<file path="src/kls_pkg.sv">
`timescale 1ns / 1ps
// Shared types, constants and handshake structs of the keyframe linear sampler.
package kls_pkg;

   localparam int KEYS       = 64;
   localparam int IDX_W      = $clog2(KEYS);
   localparam int CNT_W      = $clog2(KEYS + 1);
   localparam int DATA_W     = 32;
   localparam int FRAC_W     = 17;
   localparam int DCNT_W     = $clog2(FRAC_W);
   localparam int DIFF_W     = DATA_W + 1;
   localparam int PROD_W     = DIFF_W + FRAC_W + 1;
   localparam int ROUND_BIAS = 32768;
   localparam int FRAC_SHIFT = 16;
   localparam int OUT_KEYS_W = 7;
   localparam int REQ_DATA_W = 4 * DATA_W;
   localparam int RSP_DATA_W = ((3 * DATA_W + OUT_KEYS_W + 7) / 8) * 8;
   localparam int RSP_PAD_W  = RSP_DATA_W - 3 * DATA_W - OUT_KEYS_W;

   typedef enum logic [1:0] {
      MODE_CLEAR  = 2'd0,
      MODE_APPEND = 2'd1,
      MODE_SAMPLE = 2'd2
   } mode_type;

   typedef enum logic [1:0] {
      STATUS_OK    = 2'd0,
      STATUS_EMPTY = 2'd1,
      STATUS_FULL  = 2'd2
   } status_type;

   typedef enum logic [3:0] {
      S_IDLE,
      S_DECODE,
      S_FIRST,
      S_SCAN,
      S_DIV,
      S_DIFF,
      S_MUL,
      S_ACC,
      S_FINISH
   } state_type;

   typedef enum logic [1:0] {
      RD_ZERO,
      RD_ONE,
      RD_NEXT
   } rd_src_type;

   typedef enum logic [2:0] {
      RES_HOLD,
      RES_ZERO,
      RES_RDATA,
      RES_PREV,
      RES_LANE
   } res_sel_type;

   typedef struct packed {
      logic [DATA_W-1:0] t;
      logic [DATA_W-1:0] x;
      logic [DATA_W-1:0] y;
      logic [DATA_W-1:0] z;
   } key_type;

   typedef struct packed {
      logic        ready;
      logic        item_load;
      logic        clear;
      logic        append;
      rd_src_type  rd_src;
      res_sel_type res_sel;
      status_type  status;
      logic        first_load;
      logic        scan_step;
      logic        div_start;
      logic        div_step;
      logic        diff;
      logic        mul;
      logic        acc;
      logic        out_load;
   } cmd_type;

   typedef struct packed {
      mode_type mode;
      logic     count_zero;
      logic     count_one;
      logic     full;
      logic     t_le_rd;
      logic     found;
      logic     span_zero;
      logic     scan_last;
      logic     div_done;
      logic     lane_last;
      logic     out_free;
   } stat_type;

endpackage

</file>
<file path="src/kls_ctrl.sv">
`timescale 1ns / 1ps
// Controller state machine of the keyframe linear sampler.
module kls_ctrl
   import kls_pkg::*;
(
   input  logic     clock,
   input  logic     reset,
   input  logic     req_tvalid,
   input  stat_type stat,
   output cmd_type  cmd
);

   state_type state_ff;
   state_type state_in;

   always_ff @(posedge clock) begin
      if (reset) begin
         state_ff <= S_IDLE;
      end else begin
         state_ff <= state_in;
      end
   end

   always_comb begin
      state_in = state_ff;
      case (state_ff)
         S_IDLE: begin
            if (req_tvalid) begin
               state_in = S_DECODE;
            end
         end
         S_DECODE: begin
            if (stat.mode == MODE_SAMPLE && !stat.count_zero) begin
               state_in = S_FIRST;
            end else begin
               state_in = S_FINISH;
            end
         end
         S_FIRST: begin
            if (stat.count_one || stat.t_le_rd) begin
               state_in = S_FINISH;
            end else begin
               state_in = S_SCAN;
            end
         end
         S_SCAN: begin
            if (stat.found) begin
               state_in = stat.span_zero ? S_FINISH : S_DIV;
            end else if (stat.scan_last) begin
               state_in = S_FINISH;
            end
         end
         S_DIV: begin
            if (stat.div_done) begin
               state_in = S_DIFF;
            end
         end
         S_DIFF: state_in = S_MUL;
         S_MUL:  state_in = S_ACC;
         S_ACC: begin
            state_in = stat.lane_last ? S_FINISH : S_DIFF;
         end
         S_FINISH: begin
            if (stat.out_free) begin
               state_in = S_IDLE;
            end
         end
         default: state_in = S_IDLE;
      endcase
   end

   always_comb begin
      cmd = '0;
      cmd.rd_src  = RD_ZERO;
      cmd.res_sel = RES_HOLD;
      cmd.status  = STATUS_OK;
      case (state_ff)
         S_IDLE: begin
            cmd.ready     = 1'b1;
            cmd.item_load = req_tvalid;
         end
         S_DECODE: begin
            cmd.res_sel = RES_ZERO;
            cmd.clear   = (stat.mode == MODE_CLEAR);
            cmd.append  = (stat.mode == MODE_APPEND) && !stat.full;
            if (stat.mode == MODE_APPEND && stat.full) begin
               cmd.status = STATUS_FULL;
            end else if (stat.mode == MODE_SAMPLE && stat.count_zero) begin
               cmd.status = STATUS_EMPTY;
            end
         end
         S_FIRST: begin
            cmd.first_load = 1'b1;
            cmd.rd_src     = RD_ONE;
            if (stat.count_one || stat.t_le_rd) begin
               cmd.res_sel = RES_RDATA;
            end
         end
         S_SCAN: begin
            cmd.rd_src = RD_NEXT;
            if (stat.found) begin
               if (stat.span_zero) begin
                  cmd.res_sel = RES_PREV;
               end else begin
                  cmd.div_start = 1'b1;
               end
            end else begin
               cmd.scan_step = 1'b1;
               if (stat.scan_last) begin
                  cmd.res_sel = RES_RDATA;
               end
            end
         end
         S_DIV:  cmd.div_step = 1'b1;
         S_DIFF: cmd.diff     = 1'b1;
         S_MUL:  cmd.mul      = 1'b1;
         S_ACC: begin
            cmd.acc     = 1'b1;
            cmd.res_sel = RES_LANE;
         end
         S_FINISH: cmd.out_load = stat.out_free;
         default: ;
      endcase
   end

endmodule

</file>
<file path="config.mk">
export PLATFORM = sky130hd
export DESIGN_NAME = kls_ctrl
export DESIGN_NICKNAME = d
export VERILOG_FILES = /design/src/kls_pkg.sv /design/src/kls_ctrl.sv
export SDC_FILE = /design/constraint.sdc
export NUM_CORES = 1
export LEC_CHECK = 0
export ABC_AREA = 1
export BUFFER_PORTS_ARGS = -buffer_cell sky130_fd_sc_hd__buf_4
export CAP_MARGIN = 20
export CELL_PAD_IN_SITES_DETAIL_PLACEMENT = 1
export CELL_PAD_IN_SITES_GLOBAL_PLACEMENT = 1
export CORE_MARGIN = 4
export CORE_UTILIZATION = 21
export DETAILED_ROUTE_END_ITERATION = 10
export HOLD_SLACK_MARGIN = 0.05
export PLACE_DENSITY_LB_ADDON = 0.1
export SYNTH_ARGS = -nofsm -noshare
export SYNTH_HDL_FRONTEND = slang
export SYNTH_SLANG_ARGS = --single-unit
</file>
<file path="constraint.sdc">
create_clock -name clock -period 1.3 [get_ports clock]
set_clock_uncertainty 0.2 [all_clocks]
set_input_delay 0.26 -clock clock [delete_from_list [all_inputs] [get_ports clock]]
set_output_delay 0.26 -clock clock [all_outputs]
set_load 0.1 [all_outputs]
</file>
==> out/results.env, run 1 <==
POST_DP_HPWL_MM=2.09
POSTSYNTHAREAPERCELL_UM2=5.38
POST_CTS.REPAIR.SETUP_BUFFERS=12
SYNTH_TOP_CELL_BY_AREA='sky130_fd_sc_hd__dfxtp_1'
POST-PLACE-CELLS=179
SYNTH_FP_NETS=102
STOP_ERROR='[ERROR DPL-0033] detailed placement checks failed during check placement.'
DISTINCT_CELL_TYPE_COUNT_AFTER_SYNTHESIS=21
SYN_AREA_UM2=468
ROW_COUNT=16
SYNTH.TOP_CELLS.BY_AREA='sky130_fd_sc_hd__dfxtp_1, sky130_fd_sc_hd__nor2_1, sky130_fd_sc_hd__inv_1, sky130_fd_sc_hd__nand2_1, sky130_fd_sc_hd__nand3_1'
NUMCTSBUFFERS=3
STOP_STAGE='clock tree synthesis'
NETLIST_INSTANCES=87
YOSYS.AREA.TOP_TYPE_SHARE_PCT=17.1
SEQUENTIAL_TO_TOTAL_AREA_SHARE_FROM_YOSYS_STAT_PCT=17.1
CLOCK_PATH_BUFFERS=2
OUTCOME='aborted with a tool error'
DIE_H_UM=55.2
HOLDBUFCOUNTCTS=1
POST_CTS_RESIZE_COUNT=78
YS_WARN_COUNT=0
GP_CONGESTION=0.892
CTSHTREEMAXLEVEL=1
PORT_BUFFERS=33
SYNTH-SEQ-CELLS=4
POST-PLACE-WS_NS=-0.395
INITIAL_UTIL_PCT=22.9
DIE-WIDTH_UM=55.2
TRITONCTS_NUM_SINKS=4
I_O_PIN_COUNT=34
CTS_ROOT_BUF='sky130_fd_sc_hd__clkbuf_4'
==> per-stage QoR <==
stage / cell area [µm²] / hold WS, ns
detailed placement: 1230 / 0.253
global placement: 1230 / 0.249
floorplan: 708 / 0.120
==> cells in the mapped netlist, drive strengths merged <==
cell	instances
buf	1
nand4	1
inv	18
o211ai	1
a21oi	2
nand3	11
dfxtp	4
nand2	18
o21ai	2
a31oi	1
or2	1
nor2	17
o21a	1
nor3	7
nor4	1
nand3b	1
==> kinds of logic after synthesis <==
logic type | share of synthesized area (%)
compound gates | 8.82
buf+inv | 16.8
flops | 17.1
simple gates | 57.2
==> inputs of run 2 (changes only) <==
Settings changed: CELL_PAD_IN_SITES_DETAIL_PLACEMENT 1 to not set, CELL_PAD_IN_SITES_GLOBAL_PLACEMENT 1 to not set, CORE_AREA set to 4 4 65 67, CORE_MARGIN 4 to not set, CORE_UTILIZATION 21 to not set, DIE_AREA set to 0 0 69 71, HOLD_SLACK_MARGIN 0.05 to not set, PLACE_DENSITY_LB_ADDON 0.1 to 0.15.
Clock period 1.3 ns to 1.7 ns, I/O delays scaled along.
==> run 2 against run 1 <==
Against the previous run:
- the flow now finishes, with violations (setup timing)
- area after synthesis stayed put
- synthesized cell count unchanged
==> out/results.env, run 2 <==
DRV.MAX_CAP_VIOLATION_COUNT=0
DIE_H_UM=71  # +29%
IRDROPWORSTVDD_mV=0.309
ANTENNA_FOUND_INITIAL=0
POWER_DENSITY_nW_PER_UM2=566
TIMING.MAX_SLEW.REL_SLACK_PCT=82.3
YS_ASYNC_SR_FRACTION_PCT=0  # unchanged
POST-PLACE-CELLS=189  # +5.6%
SYNTH-MAIN-FF-CELL='sky130_fd_sc_hd__dfxtp_1'
LARGEST_REGISTER_FFS=4
SETUP_VIOL_COUNT_FINAL=19
FINAL_COMMON_CELL='sky130_fd_sc_hd__buf_4'
CRITICAL_PATH_ARRIVAL_NS=1.35
CLOCK_TREE_FROM_TRITONCTS='yes'
CLKLATENCYLATEPIN_NS=0.22
DRCVIOLATIONCOUNT=0
SETUP_WS_NS=-0.194
YS_WARN_COUNT=0  # unchanged
GR-USAGE-ALL-LAYERS_PCT=9.34
SYNTH.TOP_CELLS.BY_AREA='sky130_fd_sc_hd__dfxtp_1, sky130_fd_sc_hd__nor2_1, sky130_fd_sc_hd__inv_1, sky130_fd_sc_hd__nand2_1, sky130_fd_sc_hd__nand3_1'
NUMCTSBUFFERS=3  # unchanged
CRIT_FANOUT=4
YS_TOP_CELLS_BY_COUNT='sky130_fd_sc_hd__nor2_1, sky130_fd_sc_hd__inv_1, sky130_fd_sc_hd__nand2_1'
CRITPATHSLOWESTCELL='sky130_fd_sc_hd__dfxtp_2'
VIOLATIONS='setup timing'
CRITICAL-PATH-MAX-STAGE-DELAY_NS=0.36
GP_CONGESTION=0.831  # -6.8%
CORE_AREA_UM2=3630
POST_DRT_WL_PER_CELL_UM=10.5
CRITPATHLAUNCHTYPE='flip-flop'
ANTENNADIODECOUNT=0
INITIAL_DRC_COUNT=25
FILL_CELLS=361
PORT_BUFFERS=33  # unchanged
FIN_CRIT_NS=1.89
POST_DP_HPWL_MM=1.71  # -18%
GRT_SETUP_UNREPAIRED='yes'
HOLD_SLACK_NS=0.0998
FINALPOWER_mW=0.936
DIE_AREA_UM2=4900
CTS_ROOT_BUF='sky130_fd_sc_hd__clkbuf_8'
REGMOSTFLOPS='state_ff'
PATH_CELLS='clkinv_4, buf_4, nor4_4, buf_6'
CTS.CLK_SLEW.WORST_PATHS_NS=0.03
CTSHTREEMAXLEVEL=1  # unchanged
WORST-ENDPOINT-REQUIRED_NS=1.16
DETAIL_ROUTE.VIAS_PER_CELL=3.96
YOSYS.AREA.TOP_TYPE_SHARE_PCT=17.1  # unchanged
DESIGN.FINAL.NETS=174
WORST-SETUP-PATH-TYPE='flip-flop to output pin'
SYNTH_TOP_CELL_BY_AREA='sky130_fd_sc_hd__dfxtp_1'
FINALHOLDVIOLATIONS=0
LARGEST_REGISTERS='state_ff x4'
AREAGROWTHSYNTHTOFINISH_PCT=253
ENDPOINT_KIND='output pin'
FIN_CRIT_SH_PCT=111
SYNTH_ENABLE_FLOP_CELLS=0  # unchanged
GRT_FIRST_PASS_WIRELENGTH_MM=3.69
YOSYSMOSTFREQUENTCELL='sky130_fd_sc_hd__nor2_1'
LEAKAGEPOWER_nW=0.735
POST_LAYOUT_NONFILLER_INSTANCES=206
DISTINCT_CELL_TYPE_COUNT_AFTER_SYNTHESIS=21  # unchanged
DRIVE_ABOVE_1_SHARE_PCT=71.5
OUTCOME='finished with violations'
TRITONCTS_NUM_SINKS=4  # unchanged
FIRST_GLOBAL_VIAS=817
HOLDBUFCOUNTCTS=0  # -1
POSTSYNTHAREAPERCELL_UM2=5.38  # unchanged
DIE-WIDTH_UM=69  # +25%
ROW_COUNT=22  # +6
HP-CLASS='input pin to flip-flop'
LAYOUT.CELLS.MOST_COMMON_LIST='sky130_fd_sc_hd__buf_4, sky130_fd_sc_hd__buf_12, sky130_fd_sc_hd__inv_1, sky130_fd_sc_hd__nand2_1, sky130_fd_sc_hd__nor2_4'
POST-PLACE-WS_NS=-0.103  # +0.292 ns
GRT_MAX_DEGREE=6
I_O_PIN_COUNT=34  # unchanged
ROUTE.ANTENNA.REMAINING_NETS=0
FINALSETUPTNS_NS=-1.90
SYN_AREA_UM2=468  # unchanged
ROUTED_WL_MM=2.17
GLOBALROUTEOVERFLOWTOTAL=0
REPORT.FINAL.SLEW_VIOL_COUNT=0
NETLIST_INSTANCES=87  # unchanged
MAX_FREQ_GHz=0.528
WORST_PIN_SLEW_NS=0.264
SYNTH-SEQ-CELLS=4  # unchanged
SEQUENTIAL_TO_TOTAL_AREA_SHARE_FROM_YOSYS_STAT_PCT=17.1  # unchanged
SYNTH_FP_NETS=102  # unchanged
CLOCK_PATH_BUFFERS=2  # unchanged
TOTAL_VIA_COUNT_AFTER_DETAILED_ROUTING=816
INITIAL_UTIL_PCT=12.9  # -10 points
TOTAL_ITERATIONS_OF_THE_FIRST_DETAILED_ROUTING_RUN=4
-- run 2: cell counts after synthesis --
Identical to the previous run, type by type.
-- run 2: kinds of logic after synthesis --
group / share of synthesized area, %
buffers and inverters: 16.8
flip-flops: 17.1
AO/OA/AOI/OAI: 8.82
AND/OR/NAND/NOR: 57.2
-- run 2: layout make-up --
cell class	count	area, µm²	share of cell area [%]
multi-input cells	64	573	34.6
repair buffers	68	795	48.0
flip-flops and latches	4	92.6	5.60
clock buffers	4	45.0	2.72
well taps	48	60.1	3.63
inverters	18	88.8	5.37
-- run 2: final timing paths --
path | slack (ns) | startpoint | depth (start not counted) | end
min reg2reg | 0.41 | state_ff[1] | 2 | state_ff[2]
min | 0.1 | reset | 2 | state_ff[2]
max | -0.19 | state_ff[3] | 4 | cmd[0]
max reg2reg | 0.08 | state_ff[2] | 8 | state_ff[2]
-- run 2: repair_timing --
item | in CTS | in global routing
setup buffers | 10 | 3
pin swaps | 9 | 4
setup endpoints to repair | 19 | 19
resized for setup | 72 | 7
endpoints found under the hold margin | 0 | 0
-- run 2: stage by stage --
| stage | utilization (%) | area (µm²) |
|---|---|---|
| floorplan | - | 703 |
| global placement | 32.4 | 1180 |
| detailed placement | 32.4 | 1180 |
| CTS | 44.2 | 1610 |
| global route | 45.5 | 1650 |
| finish | 45.5 | 1650 |
-- run 2: critical path, delay by kind of cell, from the launching register on --
| family | cells | cell delay, ns |
|---|---|---|
| buffers and inverters | 3 | 0.51 |
| flip-flops | 1 | 0.36 |
| AND/OR/NAND/NOR | 1 | 0.25 |
-- run 2: routing by layer --
layer / vias to the layer above / track usage, % / part of all wire, %
met3: 5 / 2.70 / 6.4
met2: 25 / 16.6 / 55
met5: - / 0 / 0
li1: 419 / - / -
met1: 367 / 9.61 / 36
met4: 0 / 5.86 / 2.6
-- run 2: report_power, final --
part	leakage, nW	internal (mW)	total [mW]	switching, mW
clock	0.0228	0.160	0.212	0.0515
combinational	0.677	0.258	0.609	0.351
sequential	0.0352	0.102	0.116	0.0142
total	0.735	0.520	0.936	0.416
Power figures use the tool's default switching activity.
==> inputs of run 3 (changes only) <==
Clock period 1.7 ns to 1.6 ns, I/O delays scaled along.
==> run 3 against run 2 <==
Against the previous run:
- the run still ends with setup timing left
- clock power increased by 6%
- combinational power up 8.4%
- global-route usage about the same
- sequential cell count is the same
- non-clock buffer count up 3
- sequential share of layout area increased by 0.078 points
==> out/results.env, run 3 (synthesis results as in run 2) <==
POST_DP_HPWL_MM=1.75  # +2.0%
GR-USAGE-ALL-LAYERS_PCT=9.33  # about the same
TRITONCTS_NUM_SINKS=4  # unchanged
PORT_BUFFERS=33  # unchanged
ENDPOINT_KIND='output pin'
MULTI_INPUT_AREA_UM2=578  # +0.87%
POST_LAYOUT_NONFILLER_INSTANCES=209  # +1.5%
POWER_DENSITY_nW_PER_UM2=601  # +6.2%
REPORT.FINAL.SLEW_VIOL_COUNT=0  # unchanged
INITIAL_UTIL_PCT=12.9  # unchanged
LAYOUT.CELLS.MOST_COMMON_LIST='sky130_fd_sc_hd__buf_4, sky130_fd_sc_hd__buf_12, sky130_fd_sc_hd__nand2_1, sky130_fd_sc_hd__inv_1, sky130_fd_sc_hd__nor2_4'
SETUP_VIOL_COUNT_FINAL=20  # +1
CRIT_FANOUT=4  # unchanged
HP-CLASS='input pin to flip-flop'
IRDROPWORSTVDD_mV=0.337  # +9.2%
GLOBALROUTEOVERFLOWTOTAL=0  # unchanged
WORST-ENDPOINT-REQUIRED_NS=1.08  # -0.08 ns
CLOCKPOWERSHARE_PCT=22.3  # -0.3 points
FINALHOLDVIOLATIONS=0  # unchanged
ANTENNADIODECOUNT=0  # unchanged
DIE_H_UM=71  # unchanged
LAYOUT.CELL_AREA.NON_FILLER_UM2=1680  # +1.3%
POST_DRT_WL_PER_CELL_UM=10.6  # +0.43%
LARGEST_REGISTER_FFS=4  # unchanged
GP_CONGESTION=0.820  # -1.3%
CRITPATHLAUNCHTYPE='flip-flop'
DRIVE_ABOVE_1_SHARE_PCT=71.4  # -0.090 points
DRCVIOLATIONCOUNT=0  # unchanged
MAX_FREQ_GHz=0.538
GRT_FIRST_PASS_WIRELENGTH_MM=3.66  # -0.92%
VIOLATIONS='setup timing'
TIMING.MAX_SLEW.REL_SLACK_PCT=81.6  # -0.69 points
WORST_PIN_SLEW_NS=0.274  # +0.0103 ns
FIN_CRIT_SH_PCT=116
INITIAL_DRC_COUNT=10  # -60%
RR_WORST_DEPTH=11  # +3
CRITICAL_PATH_ARRIVAL_NS=1.34  # about the same
LAYOUT.CORE_UTILIZATION_PCT=46.1  # +0.59 points
POST-PLACE-WS_NS=-0.167  # -0.0634 ns
HOLDBUFCOUNTCTS=0  # unchanged
ROUTE.ANTENNA.REMAINING_NETS=0  # unchanged
TOTAL_VIA_COUNT_AFTER_DETAILED_ROUTING=834  # +2.2%
GRT_SETUP_UNREPAIRED='yes'
CTS.CLK_SLEW.WORST_PATHS_NS=0.03  # about the same
DIE_AREA_UM2=4900  # unchanged
DESIGN.FINAL.NETS=177  # +1.7%
DPL_CELL_AREA_UM2=1210  # +2.6%
FINAL_COMMON_CELL='sky130_fd_sc_hd__buf_4'
COMBINATIONALPOWERSHARE_PCT=65.5  # +0.5 points
MIN_PATH_CELLS=2  # unchanged
CTSHTREEMAXLEVEL=1  # unchanged
OUTCOME='finished with violations'
ROUTED_WL_MM=2.21  # +1.9%
POST-PLACE-CELLS=194  # +2.6%
I_O_PIN_COUNT=34  # unchanged
AREAGROWTHSYNTHTOFINISH_PCT=258
NET_SWITCHING_COMPONENT_OF_THE_POWER_mW=0.446  # +7.0%
REGMOSTFLOPS='state_ff'
CLKLATENCYLATEPIN_NS=0.22  # about the same
NUMCTSBUFFERS=3  # unchanged
CTS_ROOT_BUF='sky130_fd_sc_hd__clkbuf_8'
DRV.MAX_CAP_VIOLATION_COUNT=0  # unchanged
FRACTION_OF_POWER_SPENT_SWITCHING_NETS_PCT=44.2  # -0.25 points
ANTENNA_FOUND_INITIAL=0  # unchanged
FIN_CRIT_NS=1.86
FF_LATCH_AREA_UM2=95.1  # +2.7%
FINALSETUPTNS_NS=-3.57  # -1.67 ns
LEAKAGEPOWER_nW=0.740  # +0.71%
FIRST_GLOBAL_VIAS=843  # +3.2%
SEQUENTIALPOWERSHARE_PCT=12.2  # -0.2 points
POWER.INTERNAL_mW=0.562  # +8.1%
CLOCK_TREE_FROM_TRITONCTS='yes'
WORST-SETUP-PATH-TYPE='flip-flop to output pin'
CORE_AREA_UM2=3630  # unchanged
FILL_CELLS=371  # +2.8%
DIE-WIDTH_UM=69  # unchanged
CLOCK_PATH_BUFFERS=2  # unchanged
SETUP_WS_NS=-0.259  # -0.0652 ns
GRT_MAX_DEGREE=6  # unchanged
ROW_COUNT=22  # unchanged
DETAIL_ROUTE.VIAS_PER_CELL=3.99  # +0.74%
LARGEST_REGISTERS='state_ff x4'
TOTAL_ITERATIONS_OF_THE_FIRST_DETAILED_ROUTING_RUN=4  # unchanged
## run 3: critical path, stage by stage, from the launching register on
cell and delay, ns:
sky130_fd_sc_hd__dfxtp_4 0.36, sky130_fd_sc_hd__buf_6 0.13, sky130_fd_sc_hd__nor2_4 0.10, sky130_fd_sc_hd__inv_4 0.07, sky130_fd_sc_hd__nor4_4 0.21, sky130_fd_sc_hd__buf_6 0.26
## run 3: through the flow
| step | total power [mW] | hold slack [ns] |
|---|---|---|
| floorplan | 0.474 | 0.180 |
| global placement | 0.629 | 0.313 |
| detailed placement | 0.633 | 0.312 |
| CTS | 0.960 | 0.0822 |
| global route | 1.05 | 0.0916 |
| finish | 1.01 | 0.0860 |
## run 3: routing by layer
layer  GRT usage (%)  routed length, µm  share of wire [%]  vias up
met2            17.8               1250                 56       26
met1            9.60                826                 37      380
met3            1.99                 95                4.3        4
li1                -                  -                  -      424
met5               0                  0                  0        -
met4            4.56                 38                1.7        0
## run 3: area by class of cell
class                   instances  share of cell area [%]
well taps                      48                    3.58
inverters                      18                    5.30
flip-flops and latches          4                    5.68
clock buffers                   4                    2.69
multi-input cells              64                    34.5
repair buffers                 71                    48.2
## run 3: power by group through the flow
stage | sequential (mW) | clock, mW | combinational, mW
after floorplan | 0.115 | 0 | 0.359
after global placement | 0.121 | 0 | 0.509
after detailed placement | 0.121 | 0 | 0.512
after CTS | 0.121 | 0.229 | 0.610
after global routing | 0.124 | 0.234 | 0.694
final | 0.123 | 0.225 | 0.660
## run 3: what timing repair did
action | 4_1_cts | 5_1_grt
pin swaps | 7 | 7
gates resized for setup | 71 | 11
buffers inserted | 3 | 8
endpoints found under the setup margin | 19 | 19
## run 3: worst paths after layout
check              startpoint           to  slack [ns]
setup reg to reg  state_ff[3]  state_ff[1]       -0.02
setup / recovery  state_ff[0]       cmd[0]       -0.26
hold reg to reg   state_ff[3]  state_ff[2]        0.39
hold / removal          reset  state_ff[0]        0.09
==> inputs of run 4 (changes only) <==
Settings changed: SETUP_SLACK_MARGIN set to 0.5.
==> run 4 against run 3 <==
Against the previous run:
- the run still ends with setup timing left
- critical path depth rose by 1
- power fell by 2.2%
- non-clock buffer count fell by 6
- sequential power barely moved
- routed wire length fell by 1.0%
- clock power rose by 4%
- setup slack barely moved
- fmax barely moved
- global-route usage fell by 0.29 points
- core utilization fell by 0.65 points
- via count fell by 2.5%
- combinational power fell by 4.5%
==> out/results.env, run 4 (synthesis results as in run 2) <==
DIE_H_UM=71  # unchanged
NUMCTSBUFFERS=3  # unchanged
TOTAL_VIA_COUNT_AFTER_DETAILED_ROUTING=813  # -2.5%
CRITICAL_PATH_ARRIVAL_NS=1.34  # about the same
TRITONCTS_NUM_SINKS=4  # unchanged
GP_CONGESTION=0.797  # -2.8%
DESIGN.FINAL.NETS=171  # -3.4%
MULTI_INPUT_AREA_UM2=591  # +2.2%
GRT_FIRST_PASS_WIRELENGTH_MM=3.59  # -1.9%
CORE_AREA_UM2=3630  # unchanged
SETUP_WS_NS=-0.259  # -0.0000590 ns
SETUP_VIOL_COUNT_FINAL=19  # -5.0%
CLKLATENCYLATEPIN_NS=0.22  # about the same
INITIAL_DRC_COUNT=23  # +13
CRITPATHLAUNCHTYPE='flip-flop'
FF_LATCH_AREA_UM2=92.6  # -2.6%
TOTAL_ITERATIONS_OF_THE_FIRST_DETAILED_ROUTING_RUN=4  # unchanged
ANTENNADIODECOUNT=0  # unchanged
GRT_MAX_DEGREE=6  # unchanged
OUTCOME='finished with violations'
DRCVIOLATIONCOUNT=0  # unchanged
ROUTED_WL_MM=2.19  # -1.0%
HP-CLASS='input pin to flip-flop'
ENDPOINT_KIND='output pin'
FIN_CRIT_SH_PCT=116  # about the same
VIOLATIONS='setup timing'
PORT_BUFFERS=33  # unchanged
CLOCK_TREE_FROM_TRITONCTS='yes'
GLOBALROUTEOVERFLOWTOTAL=0  # unchanged
LAYOUT.CELLS.MOST_COMMON_LIST='sky130_fd_sc_hd__buf_4, sky130_fd_sc_hd__buf_12, sky130_fd_sc_hd__nand2_1, sky130_fd_sc_hd__inv_1, sky130_fd_sc_hd__buf_6'
HOLDBUFCOUNTCTS=0  # unchanged
INITIAL_UTIL_PCT=12.9  # unchanged
DIE-WIDTH_UM=69  # unchanged
FIRST_GLOBAL_VIAS=844  # +0.12%
DRIVE_ABOVE_1_SHARE_PCT=73.5  # +2.1 points
IRDROPWORSTVDD_mV=0.290  # -14%
POST_DP_HPWL_MM=1.76  # +0.88%
WORST_PIN_SLEW_NS=0.344  # +0.0699 ns
ROUTE.ANTENNA.REMAINING_NETS=0  # unchanged
WORST-ENDPOINT-REQUIRED_NS=1.08  # about the same
FINALPOWER_mW=0.985  # -2.2%
DRV.MAX_CAP_VIOLATION_COUNT=0  # unchanged
POST_DRT_WL_PER_CELL_UM=10.8  # +1.9%
CRIT_FANOUT=5  # +1
DIE_AREA_UM2=4900  # unchanged
CTS.CLK_SLEW.WORST_PATHS_NS=0.03  # about the same
REGMOSTFLOPS='state_ff'
CLOCK_PATH_BUFFERS=2  # unchanged
I_O_PIN_COUNT=34  # unchanged
GR-USAGE-ALL-LAYERS_PCT=9.05  # -0.29 points
GRT_SETUP_UNREPAIRED='yes'
FIN_CRIT_NS=1.86  # +0.0000590 ns
POWER_DENSITY_nW_PER_UM2=596  # -0.80%
ROW_COUNT=22  # unchanged
REPORT.FINAL.SLEW_VIOL_COUNT=0  # unchanged
FILL_CELLS=374  # +0.81%
AREAGROWTHSYNTHTOFINISH_PCT=253
POST-PLACE-WS_NS=-0.171  # -0.00462 ns
LARGEST_REGISTER_FFS=4  # unchanged
MAX_FREQ_GHz=0.538  # about the same
FINAL_COMMON_CELL='sky130_fd_sc_hd__buf_4'
DETAIL_ROUTE.VIAS_PER_CELL=4.00  # +0.36%
LEAKAGEPOWER_nW=0.714  # -3.4%
CTSHTREEMAXLEVEL=1  # unchanged
ANTENNA_FOUND_INITIAL=0  # unchanged
TIMING.MAX_SLEW.REL_SLACK_PCT=77.0  # -4.7 points
WORST-SETUP-PATH-TYPE='flip-flop to output pin'
CTS_ROOT_BUF='sky130_fd_sc_hd__clkbuf_8'
FINALHOLDVIOLATIONS=0  # unchanged
LARGEST_REGISTERS='state_ff x4'
run 4: cell type report:
type                    instances  area share (%)
clock buffers                   4            2.73
inverters                      18            5.38
multi-input cells              64            35.8
flip-flops and latches          4            5.61
well taps                      48            3.64
repair buffers                 65            46.9
run 4: path summary, 6_finish.rpt:
kind              slack (ns)         from  cells past startpoint     endpoint
hold / removal          0.09        reset                      2  state_ff[2]
hold reg to reg         0.45  state_ff[3]                      3  state_ff[2]
setup / recovery       -0.26  state_ff[1]                      6      cmd[15]
setup reg to reg        0.13  state_ff[1]                      9  state_ff[1]
run 4: worst max-delay path, cell delays in order, from the launching register on:
cell and delay, ns:
sky130_fd_sc_hd__dfxtp_4 0.36, sky130_fd_sc_hd__inv_4 0.07, sky130_fd_sc_hd__nand2_2 0.06, sky130_fd_sc_hd__nor2_4 0.17
sky130_fd_sc_hd__inv_6 0.08, sky130_fd_sc_hd__nor3_4 0.16, sky130_fd_sc_hd__buf_12 0.20
run 4: stage by stage:
step	utilization, %	hold WS, ns	instances	cell area (µm²)	TNS, ns
finish	45.5	0.0852	203	1650	-3.31
CTS	44.2	0.0740	202	1610	-3.63
global route	45.5	0.0873	203	1650	-4.17
detailed placement	33.4	0.314	195	1210	-1.28
global placement	33.4	0.312	195	1210	-1.09
floorplan	-	0.180	87	708	-6.03
run 4: where the power goes:
part	internal [mW]	total [mW]	switching [mW]
Combinational	0.260	0.630	0.371
Clock	0.171	0.233	0.0622
Sequential	0.108	0.122	0.0138
run 4: repair_timing:
item | CTS | global route
pin swaps | 12 | 7
resized for setup | 76 | 8
hold endpoints to repair | 0 | 0
setup endpoints to repair | 23 | 23
setup buffers | 3 | 1
run 4: routing by layer:
layer | global-route usage, % | part of all wire [%] | wire length (µm)
met1 | 9.19 | 37 | 819
met2 | 17.7 | 56 | 1230
met3 | 1.42 | 4.8 | 105
met4 | 4.56 | 1.3 | 28
met5 | 0 | 0 | 0
